[src/rtl/core/csrmv_pkg.sv]
// Package for the CSR sparse matrix-vector core: sizes, codes, request/result types.
package csrmv_pkg;

    localparam int ROWS       = 64;
    localparam int NONZEROS   = 1024;
    localparam int VECTOR_LEN = 64;
    localparam int DATA_WIDTH = 32;

    localparam int RP_DEPTH = ROWS + 1;
    localparam int RP_AW    = (RP_DEPTH > 1) ? $clog2(RP_DEPTH) : 1;
    localparam int NZ_AW    = (NONZEROS > 1) ? $clog2(NONZEROS) : 1;
    localparam int VEC_AW   = (VECTOR_LEN > 1) ? $clog2(VECTOR_LEN) : 1;
    localparam int PTR_W    = $clog2(NONZEROS + 1);

    typedef enum logic [1:0] {
        OP_ROW_PTR = 2'd0,
        OP_NONZERO = 2'd1,
        OP_VECTOR  = 2'd2,
        OP_COMPUTE = 2'd3
    } op_t;

    typedef enum logic [2:0] {
        ST_IDLE,
        ST_START,
        ST_END,
        ST_WALK,
        ST_DONE
    } state_t;

    typedef struct packed {
        op_t                op;
        logic [9:0]         slot;
        logic [5:0]         column;
        logic signed [31:0] value;
        logic [10:0]        pointer;
    } in_t;

    typedef struct packed {
        logic [5:0]         row;
        logic signed [31:0] product;
    } out_t;

    typedef struct packed {
        logic [5:0]            column;
        logic [DATA_WIDTH-1:0] value;
    } nz_word_t;

    typedef struct packed {
        logic clear;
        logic nz_valid;
        logic col_ok;
    } mac_ctl_t;

    function automatic logic [PTR_W-1:0] clamp_ptr(logic [10:0] p);
        if (32'(p) > NONZEROS) begin
            return PTR_W'(NONZEROS);
        end
        return PTR_W'(p);
    endfunction

endpackage

[src/rtl/core/csrmv_mac.sv]
// Multiply-accumulate datapath: operand stage, product register, accumulator.
module csrmv_mac (
    input  logic                                aclk,
    input  logic                                aresetn,
    input  csrmv_pkg::mac_ctl_t                 ctl,
    input  logic [csrmv_pkg::DATA_WIDTH-1:0]    nz_value,
    input  logic [csrmv_pkg::DATA_WIDTH-1:0]    vec_value,
    output logic [csrmv_pkg::DATA_WIDTH-1:0]    acc,
    output logic                                busy
);

    localparam int DW = csrmv_pkg::DATA_WIDTH;

    logic          op_valid_reg;
    logic          op_ok_reg;
    logic [DW-1:0] op_value_reg;
    logic          prod_valid_reg;
    logic [DW-1:0] prod_reg;
    logic [DW-1:0] acc_reg;
    logic [DW-1:0] acc_next;

    always_ff @(posedge aclk) begin
        if (!aresetn) begin
            op_valid_reg   <= 1'b0;
            prod_valid_reg <= 1'b0;
        end else begin
            op_valid_reg   <= ctl.nz_valid;
            prod_valid_reg <= op_valid_reg;
        end
    end

    always_ff @(posedge aclk) begin
        op_value_reg <= nz_value;
        op_ok_reg    <= ctl.col_ok;
        prod_reg     <= op_ok_reg ? DW'(op_value_reg * vec_value) : '0;
        acc_reg      <= acc_next;
    end

    always_comb begin
        acc_next = acc_reg;
        if (ctl.clear) begin
            acc_next = '0;
        end else if (prod_valid_reg) begin
            acc_next = acc_reg + prod_reg;
        end
    end

    assign acc  = acc_reg;
    assign busy = op_valid_reg | prod_valid_reg;

endmodule

[config.mk]
export PLATFORM = sky130hd
export DESIGN_NAME = csrmv_mac
export DESIGN_NICKNAME = d
export VERILOG_FILES = /design/src/rtl/core/csrmv_pkg.sv /design/src/rtl/core/csrmv_mac.sv
export SDC_FILE = /design/constraint.sdc
export NUM_CORES = 1
export LEC_CHECK = 0
export BUFFER_PORTS_ARGS = -buffer_cell sky130_fd_sc_hd__buf_4
export CAP_MARGIN = 20
export CORE_MARGIN = 2
export CORE_UTILIZATION = 30
export DETAILED_ROUTE_END_ITERATION = 16
export GPL_TIMING_DRIVEN = 0
export PLACE_DENSITY = 0.44
export SLEW_MARGIN = 20
export SYNTH_ARGS = -nofsm -noshare
export SYNTH_HDL_FRONTEND = slang
export SYNTH_SLANG_ARGS = --single-unit
[constraint.sdc]
create_clock -name aclk -period 8 [get_ports aclk]
set_input_delay 1.2 -clock aclk [delete_from_list [all_inputs] [get_ports aclk]]
set_output_delay 1.2 -clock aclk [all_outputs]
set_load 0.005 [all_outputs]
Word level (Yosys, flattened, before mapping)
Index checks and enable logic that the tools add are counted.
{ "totals": {"output_inout_bits": 33, "wordCells": 9, "inputBits": 69, "reg_bits": 99} }
{ "op_classes": {"addsub": 1, "bitwise": 1, "multipliers": 1} }
{ "op_table": {"columns": ["cell", "count"], "rows": [
  ["$add A32 B32 Y32", 1],
  ["$mul A32 B32 Y32", 1],
  ["$or A1 B1 Y1", 1]
]} }

Longest topological paths before layout
Gate-level depths: netlist (run 1).
{ "depth": {"depth_word": 1, "ltp_mapped": 28, "mapped_depth_nobuf": 25} }

Least setup slack after synthesis (run 1)
OpenSTA, ideal clock, no wires.
{ "synth_path": {"path_kind": "input -> register", "startpoint": "input port vec_value[2] (netlist name)", "endpoint": "register prod_reg[30]", "slack_ns": 0.401, "t_arrival_ns": 7.527, "cell_stages": 26, "path_buffers": 3, "setup_time_ns": 0.072, "path_cell_list": "clkbuf_1 -> clkbuf_1 -> and2_1 -> fa_1 -> inv_1 -> fa_1 -> fa_1 -> fa_1 -> inv_1 -> fa_1 -> inv_1 -> fa_1 -> inv_1 -> fa_1 -> fa_1 -> ha_1 -> clkbuf_1 -> a21o_1 -> a21o_1 -> a21o_1 -> a21oi_1 -> o21ai_0 -> a31oi_1 -> a31oi_1 -> o21ai_0 -> mux2i_1"} }
{ "synth_between": {"elab_chain_cells": 1} }
{ "synth_rtl": {"columns": ["item", "line", "source"], "rows": [
  ["start: declaration", "csrmv_mac.sv:7", "input logic [csrmv_pkg::DATA_WIDTH-1:0] vec_value,"],
  ["$mul A32 B32 Y32", "csrmv_mac.sv:35", "prod_reg <= op_ok_reg ? DW'(op_value_reg * vec_value) : '0;"],
  ["end signal: assignment", "csrmv_mac.sv:35", null],
  ["end: declaration", "csrmv_mac.sv:18", "logic [DW-1:0] prod_reg;"]
]} }
Every way passes these cells.
A chain may end at the register's enable or synchronous reset.

Worst setup path after layout (run 1)
{ "layout_path": {"startpoint": "input port vec_value[18] (netlist name)", "endpoint": "register prod_reg[31]"} }
Same word-level chain as after synthesis.

==> results of run 1 <==
[layout make-up]
class,count,area (um2)
Fill cell,6920,43600
Multi-Input combinational cell,1579,16000
Sequential cell,99,1980
Inverter,407,1530
Tap cell,864,1080
Timing Repair Buffer,97,728
Buffer,92,405
Clock buffer,9,225
Clock inverter,7,91.3
Antenna cell,1,2.50
[logic make-up after synthesis]
group	count (synthesis)	synth area share (%)
DFF	99	9.97
buffers and inverters	510	9.63
xor gates and xnor gates	101	4.45
muxes	19	0.963
AOI/OAI and AO/OA	178	6.15
adders and majority gates	563	50.9
and+or+nand+nor	718	17.9
[how the worst min path moves through the flow]
stage | slack (ps) | start | end
2_1_floorplan | 420 | op_valid_reg | prod_valid_reg
6_report | 460 | op_valid_reg | prod_valid_reg
3_5_place_dp | 440 | op_valid_reg | prod_valid_reg
3_3_place_gp | 450 | op_valid_reg | prod_valid_reg
5_1_grt | 500 | op_valid_reg | prod_valid_reg
4_1_cts | 470 | op_valid_reg | prod_valid_reg
[routing by layer]
layer / GRT usage, % / share of wire, %
met5: 0 / 0
met4: 6.57 / 3.4
met3: 3.73 / 5.6
met2: 32.7 / 45
met1: 27.5 / 46
[critical path, stage by stage]
cell and delay (ps):
buf_4 170, clkbuf_1 510, nand2_1 160, fa_1 590
inv_1 80, fa_1 540, inv_1 60, fa_1 500
inv_1 50, fa_1 530, inv_1 50, fa_1 490
fa_1 420, fa_1 490, inv_1 50, fa_1 390
xnor2_1 190, xnor2_1 170, xnor2_1 160, xnor2_1 100
xnor2_1 310, xnor2_1 160, xnor2_2 370, xnor2_1 170
nor2_1 50
[Yosys cell counts (3+ instances only)]
| library cell | instances | share of area [%] |
|---|---|---|
| nand2b_1 | 12 | 0.38 |
| a211o_1 | 3 | 0.13 |
| o21a_1 | 9 | 0.34 |
| o21ai_1 | 4 | 0.10 |
| inv_1 | 406 | 7.7 |
| xor2_1 | 25 | 1.1 |
| or2_2 | 3 | 0.094 |
| xnor2_1 | 76 | 3.4 |
| clkbuf_1 | 99 | 1.9 |
| fa_1 | 409 | 41 |
| ha_1 | 154 | 9.7 |
| or3_1 | 7 | 0.22 |
| a31oi_1 | 9 | 0.28 |
| a21boi_0 | 3 | 0.11 |
| a21o_1 | 19 | 0.72 |
| and2_1 | 281 | 8.8 |
| o21bai_1 | 7 | 0.26 |
| a211oi_1 | 9 | 0.34 |
| dfxtp_1 | 99 | 10 |
| o21ai_0 | 27 | 0.68 |
| nor3_1 | 13 | 0.33 |
| nand4_1 | 7 | 0.22 |
| nand3_1 | 8 | 0.20 |
| nor2b_1 | 4 | 0.13 |
| nand2_1 | 293 | 5.5 |
| and3_1 | 7 | 0.22 |
| mux2i_1 | 18 | 0.91 |
| a21oi_1 | 51 | 1.3 |
| o31ai_1 | 4 | 0.15 |
| nor2_1 | 75 | 1.4 |
| buf_1 | 4 | 0.076 |
[metrics by stage]
step	std cells	utilization (%)	hold slack (ps)	setup slack, ps	TNS (ps)
floorplan	2188	-	421	401	0
global placement	3149	33.0	448	-1180	-10730
detailed placement	3149	33.0	440	-1230	-11270
CTS	3161	33.5	471	6.04	0
global route	3154	33.6	503	4.26	0
finish	3155	33.6	463	308	0
[what timing repair did]
action,CTS,global route
resized for setup,14,65
buffers inserted,0,0
pin swaps,0,1
endpoints found under the hold margin,0,0
setup endpoints to repair,12,8
==> flow_summary_export.csv, run 1 <==
group,metric,value,unit
status,status,"finished, final reports clean",
layout,final_cell_mix,"fa_1, inv_1, nand2_1, and2_1, ha_1",
grt,grt_pass1_vias,16000,
detailed_routing,drc,0,
logic_synthesis,syn_inst,2188,
detailed_routing,first_iter_violations,927,
clock_tree,ctsLongestPathBuffers,2,
layout,layout_commonest_cell,"fa_1",
critical_path,rr_endpoint,"prod_reg[23]",
layout,fin_nets,2917,
sta,post-route-period-util,96.2,%
detailed_routing,viasPerCell,4.71,
critical_path,timing.rr.start,"op_value_reg[4]",
clock_tree,cts_hold_buf,0,
sta,worst_pin_slew,1010,ps
detailed_routing,drt-wirelength-per-cell,21.1,um
layout,drive_gt1_share,7.07,%
critical_path,critPathLaunch,"vec_value[18]",
logic_synthesis,yosys_warnings,0,
grt,antenna_found_initial,4,
die,die_y,261,um
clock_tree,clkTransAtPathRegs,100,ps
die,die-area,68300,um2
placement,place_congestion,0.913,
flow_run,maxCapViolations,0,
clock_tree,numCtsBuffers,9,
critical_path,path_max_fanout,10,
clock_tree,cts_root_buf,"clkbuf_16",
clock_tree,cts_sinks,99,
sta,period_needed,7690,ps
critical_path,path_class,"primary input to register",
die,rows,94,
logic_synthesis,yosysSeqAreaShare,9.97,%
logic_synthesis,syn-cell-area,19900,um2
critical_path,regToRegSetupSlack,440,ps
critical_path,startpoint_type,"primary input",
layout,fin_area,22000,um2
grt,grt_pass1_wl,101,mm
logic_synthesis,synth_top_flop_cell,"dfxtp_1",
detailed_routing,wl,66.7,mm
logic_synthesis,ys_seq_elements,99,
logic_synthesis,syn_avg_cell_area,9.08,um2
sta,skew,37.7,ps
sta,relSlewSlack,32.9,%
critical_path,setup.worst_path.end_class,"register",
critical_path,arrival,7980,ps
sta,max_freq,130,MHz
placement,hpwl,56.0,mm
logic_synthesis,synth_edf_count,0,
detailed_routing,num_vias,14900,
grt,grt_use_total,20.3,%
sta,hold_viol,0,
grt,grt_max_degree,22,
die,start_util,30.3,%
hold_path,hp-class,"register to register",
logic_synthesis,synth.distinct_cells,63,
placement,numPortBuffers,97,
die,fp.dieW,261,um
detailed_routing,antenna_left,0,
sta,rsz0062_at_grt,"no",
clock_tree,cts_tree,"built",
clock_tree,htree_levels,3,
sta,finalSetupViolCount,0,
die,core,65600,um2
hold_path,worstHoldPathCells,1,
die,ios,102,
placement,place_area,21700,um2
logic_synthesis,async_flop_share,0,%
critical_path,crit_path_end,"prod_reg[31]",
layout,area_growth,10.9,%
clock_tree,clock_latency,420,ps
critical_path,required,8290,ps
logic_synthesis,syn_nets,2820,
grt,grt-ovfl-total,0,
detailed_routing,firstDrtPassIters,5,
critical_path,reg2reg_depth,21,
sta,report.final.slew_viol_count,0,
Power of run 1 is left out: the tool's default activity adds up to more than one toggle a clock period on the data nets, which glitch-free logic cannot reach.
==> inputs of run 2 (changes only) <==
CORE_ASPECT_RATIO = 2   (was default)
==> flow_summary_export.csv, run 2 (synthesis gave the netlist of run 1 again) <==
group,metric,value,unit
detailed_routing,viasPerCell,4.82,
hold_path,hold_path_end,"prod_valid_reg",
clock_tree,numCtsBuffers,9,
layout,filler_cell_count,6944,
critical_path,worstPathBufferInverterCount,2,
clock_tree,ctsLongestPathBuffers,2,
sta,layout_setup_ws,98.9,ps
critical_path,cp_cell_sequence,"clkbuf_2 > nand2_1 > fa_1 > fa_1 > fa_1 > fa_1 > inv_1 > fa_1 > ha_1 > fa_1 > fa_1 > ha_1 > a2111oi_0 > and2_1 > a22oi_1 > a41oi_1 > o211ai_1 > xnor2_1 > nor2_1",
critical_path,crit_family,"adder cells",
clock_tree,cts_tree,"built",
die,die_y,368,um
die,fp.dieW,186,um
die,die-area,68400,um2
critical_path,regToRegSetupSlack,100,ps
hold_path,worstHoldPathCells,1,
sta,skew,17.9,ps
placement,place_congestion,0.973,
die,rows,133,
layout,fin_nets,2923,
critical_path,arrival,8190,ps
grt,grt_pass1_vias,17400,
detailed_routing,first_iter_violations,642,
sta,relSlewSlack,26.5,%
critical_path,rr_endpoint,"prod_reg[23]",
critical_path,reg2reg_depth,19,
clock_tree,clkTransAtPathRegs,90,ps
sta,post-route-period-util,98.8,%
critical_path,slowest_delay,980,ps
clock_tree,clock_latency,410,ps
sta,period_needed,7900,ps
critical_path,path_max_fanout,10,
die,start_util,30.3,%
detailed_routing,num_vias,15300,
sta,max_freq,127,MHz
detailed_routing,drt-wirelength-per-cell,24.6,um
grt,antenna_found_initial,7,
sta,hold_ws,462,ps
detailed_routing,firstDrtPassIters,5,
layout,area_growth,11.6,%
detailed_routing,antenna_left,0,
sta,worst_pin_slew,1100,ps
critical_path,path_class,"register to register",
detailed_routing,drc,0,
die,ios,102,
placement,numPortBuffers,97,
critical_path,cp_common_cell,"fa_1",
hold_path,min-delay-start,"op_valid_reg",
critical_path,required,8290,ps
grt,grt-ovfl-total,0,
grt,grt_use_total,23.8,%
sta,rsz0062_at_grt,"yes",
critical_path,startpoint_type,"register",
hold_path,hp-class,"register to register",
grt,grt_pass1_wl,113,mm
detailed_routing,wl,78.0,mm
layout,final_cell_mix,"inv_1, fa_1, nand2_1, and2_1, ha_1",
critical_path,setup.worst_path.end_class,"register",
sta,hold_viol,0,
critical_path,slowest_stage,"dfxtp_1",
grt,grt_max_degree,16,
status,status,"finished, final reports clean",
placement,place_ws,-1290,ps
die,core,65600,um2
critical_path,timing.rr.start,"op_value_reg[5]",
clock_tree,htree_levels,3,
sta,finalSetupViolCount,0,
placement,hpwl,65.5,mm
flow_run,maxCapViolations,0,
clock_tree,cts_sinks,99,
clock_tree,cts_root_buf,"clkbuf_16",
layout,drive_gt1_share,8.28,%
sta,report.final.slew_viol_count,0,
==> run 2: worst reg2reg max path: stages (launching register included) <==
cell       delay, ps
dfxtp_1          980
clkbuf_2         610
nand2_1          170
fa_1             510
fa_1             460
fa_1             420
fa_1             510
inv_1             50
fa_1             450
ha_1             310
fa_1             510
fa_1             430
ha_1             370
a2111oi_0        650
and2_1           220
a22oi_1          250
a41oi_1          470
o211ai_1         200
xnor2_1          170
nor2_1            50
==> run 2: through the flow <==
step | utilization [%] | setup TNS [ps] | instance area, um2 | instances
floorplan | - | 0 | 19900 | 2188
global placement | 33.1 | -12030 | 21700 | 3162
detailed placement | 33.1 | -11810 | 21700 | 3163
CTS | 33.7 | 0 | 22100 | 3175
global route | 33.8 | -34.1 | 22200 | 3173
finish | 33.8 | 0 | 22200 | 3177
==> run 2: worst max path at each step <==
stage / from / endpoint / slack, ps / cells past startpoint
floorplan: vec_value[2] / prod_reg[30] / 400 / 26
detailed placement: vec_value[12] / prod_reg[29] / -1290 / 25
global placement: vec_value[12] / prod_reg[31] / -1300 / 25
finish: op_value_reg[5] / prod_reg[23] / 100 / 19
CTS: vec_value[2] / prod_reg[29] / 9 / 24
global route: vec_value[2] / prod_reg[29] / -20 / 25
==> run 2: layout make-up <==
class,count,area (um2),area share [%]
inverter,407,1530,6.89
clock buffer,14,294,1.33
sequential,99,1980,8.94
clock inverter,2,16.3,0.0734
antenna,4,10.0,0.0451
multi-input combinational,1579,16000,72.3
tap,877,1100,4.95
buffer,94,443,2.00
timing repair buffer,101,766,3.45
==> run 2: repair_timing <==
item | in CTS | in global routing
hold buffers | 0 | 0
setup buffers | 0 | 3
pin swaps | 0 | 4
endpoints found under the setup margin | 12 | 7
resized for setup | 34 | 37
==> run 2: layer usage <==
layer | vias to the layer above | wire, um | GRT usage (%)
met5 | - | 0 | 0
met4 | 0 | 8180 | 20.5
li1 | 6800 | - | -
met2 | 497 | 42600 | 45.3
met1 | 7796 | 24500 | 21.7
met3 | 233 | 2800 | 2.44
Power of run 2 is left out for the same reason.
==> inputs of run 3 (changes only) <==
CORE_UTILIZATION = 63   (was 30)
PLACE_DENSITY = 0.8   (was 0.44)
clock period = 8.3 ns   (was 8 ns; I/O delays follow)
==> flow_summary_export.csv, run 3 (synthesis gave the netlist of run 1 again) <==
group,metric,value,unit
sta,rsz0062_at_grt,"no",
layout,final_cell_mix,"fa_1, inv_1, nand2_1, and2_1, ha_1",
clock_tree,cts_hold_buf,0,
detailed_routing,antenna_left,0,
grt,grt_pass1_wl,92.8,mm
layout,area_growth,7.83,%
die,core,31300,um2
flow_run,maxCapViolations,0,
clock_tree,htree_levels,3,
die,fp.dieW,130,um
detailed_routing,drc,0,
critical_path,setup.worst_path.end_class,"register",
die,die_y,255,um
placement,hpwl,47.6,mm
sta,period_needed,8050,ps
critical_path,cp_common_cell,"fa_1",
die,die-area,33100,um2
clock_tree,clock_latency,380,ps
sta,skew,17.8,ps
clock_tree,ctsLongestPathBuffers,2,
critical_path,startpoint_type,"register",
placement,place_congestion,1.03,
sta,hold_ws,446,ps
detailed_routing,drt-wirelength-per-cell,22.0,um
sta,worst_pin_slew,1230,ps
grt,grt_max_degree,19,
grt,gr-usage-met2,59.5,%
die,start_util,63.5,%
clock_tree,cts_resized,4,
critical_path,slowest_stage,"clkbuf_1",
detailed_routing,num_vias,15700,
sta,max_freq,124,MHz
detailed_routing,wl,59.8,mm
grt,antenna_found_initial,2,
detailed_routing,viasPerCell,5.76,
layout,fin_nets,2924,
clock_tree,clkTransAtPathRegs,80,ps
grt,grt_use_total,38.5,%
sta,report.final.slew_viol_count,0,
grt,grt-ovfl-total,0,
critical_path,slowest_delay,970,ps
layout,layout_commonest_cell,"fa_1",
critical_path,cp_cell_sequence,"clkbuf_1 > clkbuf_1 > and2_1 > fa_1 > inv_1 > fa_1 > fa_1 > inv_1 > ha_1 > fa_1 > fa_1 > fa_1 > fa_1 > ha_1 > clkbuf_1 > and3_1 > nand3_1 > nor2_1 > and3_1 > a21oi_1 > o31ai_1 > xnor2_1 > nor2_1",
sta,relSlewSlack,18.1,%
status,status,"finished, final reports clean",
critical_path,worstPathBufferInverterCount,5,
clock_tree,cts_root_buf,"clkbuf_16",
critical_path,path_max_fanout,10,
sta,post-route-period-util,97.0,%
placement,numPortBuffers,97,
hold_path,hp-class,"register to register",
clock_tree,numCtsBuffers,9,
critical_path,crit_family,"adder cells",
sta,hold_viol,0,
detailed_routing,first_iter_violations,1237,
die,rows,92,
sta,setup_tns,0,ps
grt,met1_usage,47.6,%
die,ios,102,
critical_path,required,8540,ps
grt,gr-usage-met3,10.2,%
clock_tree,cts_tree,"built",
sta,finalSetupViolCount,0,
grt,top_usage_layer,"met2",
layout,drive_gt1_share,6.36,%
critical_path,path_class,"register to register",
detailed_routing,firstDrtPassIters,9,
clock_tree,cts_setup_buffers,0,
critical_path,arrival,8290,ps
grt,grt_pass1_vias,16600,
clock_tree,cts_sinks,99,
[run 3: path summary, 6_finish.rpt]
check                  start             end  slack [ps]  depth (start not counted)
max          op_value_reg[3]    prod_reg[31]         250                         23
min             op_valid_reg  prod_valid_reg         450                          1
max reg2reg  op_value_reg[3]    prod_reg[31]         250                         23
min reg2reg     op_valid_reg  prod_valid_reg         450                          1
[run 3: worst register-to-register path: stages, from the launching register on]
cell and delay [ps]:
dfxtp_1 330, clkbuf_1 640, clkbuf_1 970, and2_1 280, fa_1 410, inv_1 90, fa_1 460, fa_1 500
inv_1 40, ha_1 190, fa_1 460, fa_1 590, fa_1 450, fa_1 460, ha_1 290, clkbuf_1 270
and3_1 260, nand3_1 110, nor2_1 180, and3_1 200, a21oi_1 120, o31ai_1 330, xnor2_1 170, nor2_1 90
[run 3: cell type report]
| type | instances | area (um2) |
|---|---|---|
| diodes | 2 | 5.00 |
| plain buffers | 99 | 397 |
| clock buffers | 9 | 225 |
| clock inverters | 6 | 57.6 |
| fillers | 2599 | 9890 |
| inverters | 407 | 1530 |
| multi-input cells | 1579 | 16000 |
| flip-flops and latches | 99 | 1980 |
| well taps | 423 | 529 |
| repair buffers | 97 | 728 |
[run 3: metrics by stage]
step | instance area (um2) | setup slack (ps) | instances | util, %
3_3_place_gp | 21100 | -524 | 2708 | 67.5
5_1_grt | 21400 | 1.25 | 2719 | 68.4
3_5_place_dp | 21100 | -658 | 2708 | 67.5
4_1_cts | 21400 | 33.5 | 2722 | 68.4
2_1_floorplan | 19900 | 656 | 2188 | -
6_report | 21400 | 253 | 2721 | 68.4
[run 3: metal layers]
layer | routed length (um) | up-vias
met4 | 4820 | 4
li1 | - | 6807
met3 | 6210 | 256
met1 | 21200 | 7742
met2 | 27600 | 851
met5 | 30 | -
Power of run 3 is left out for the same reason.
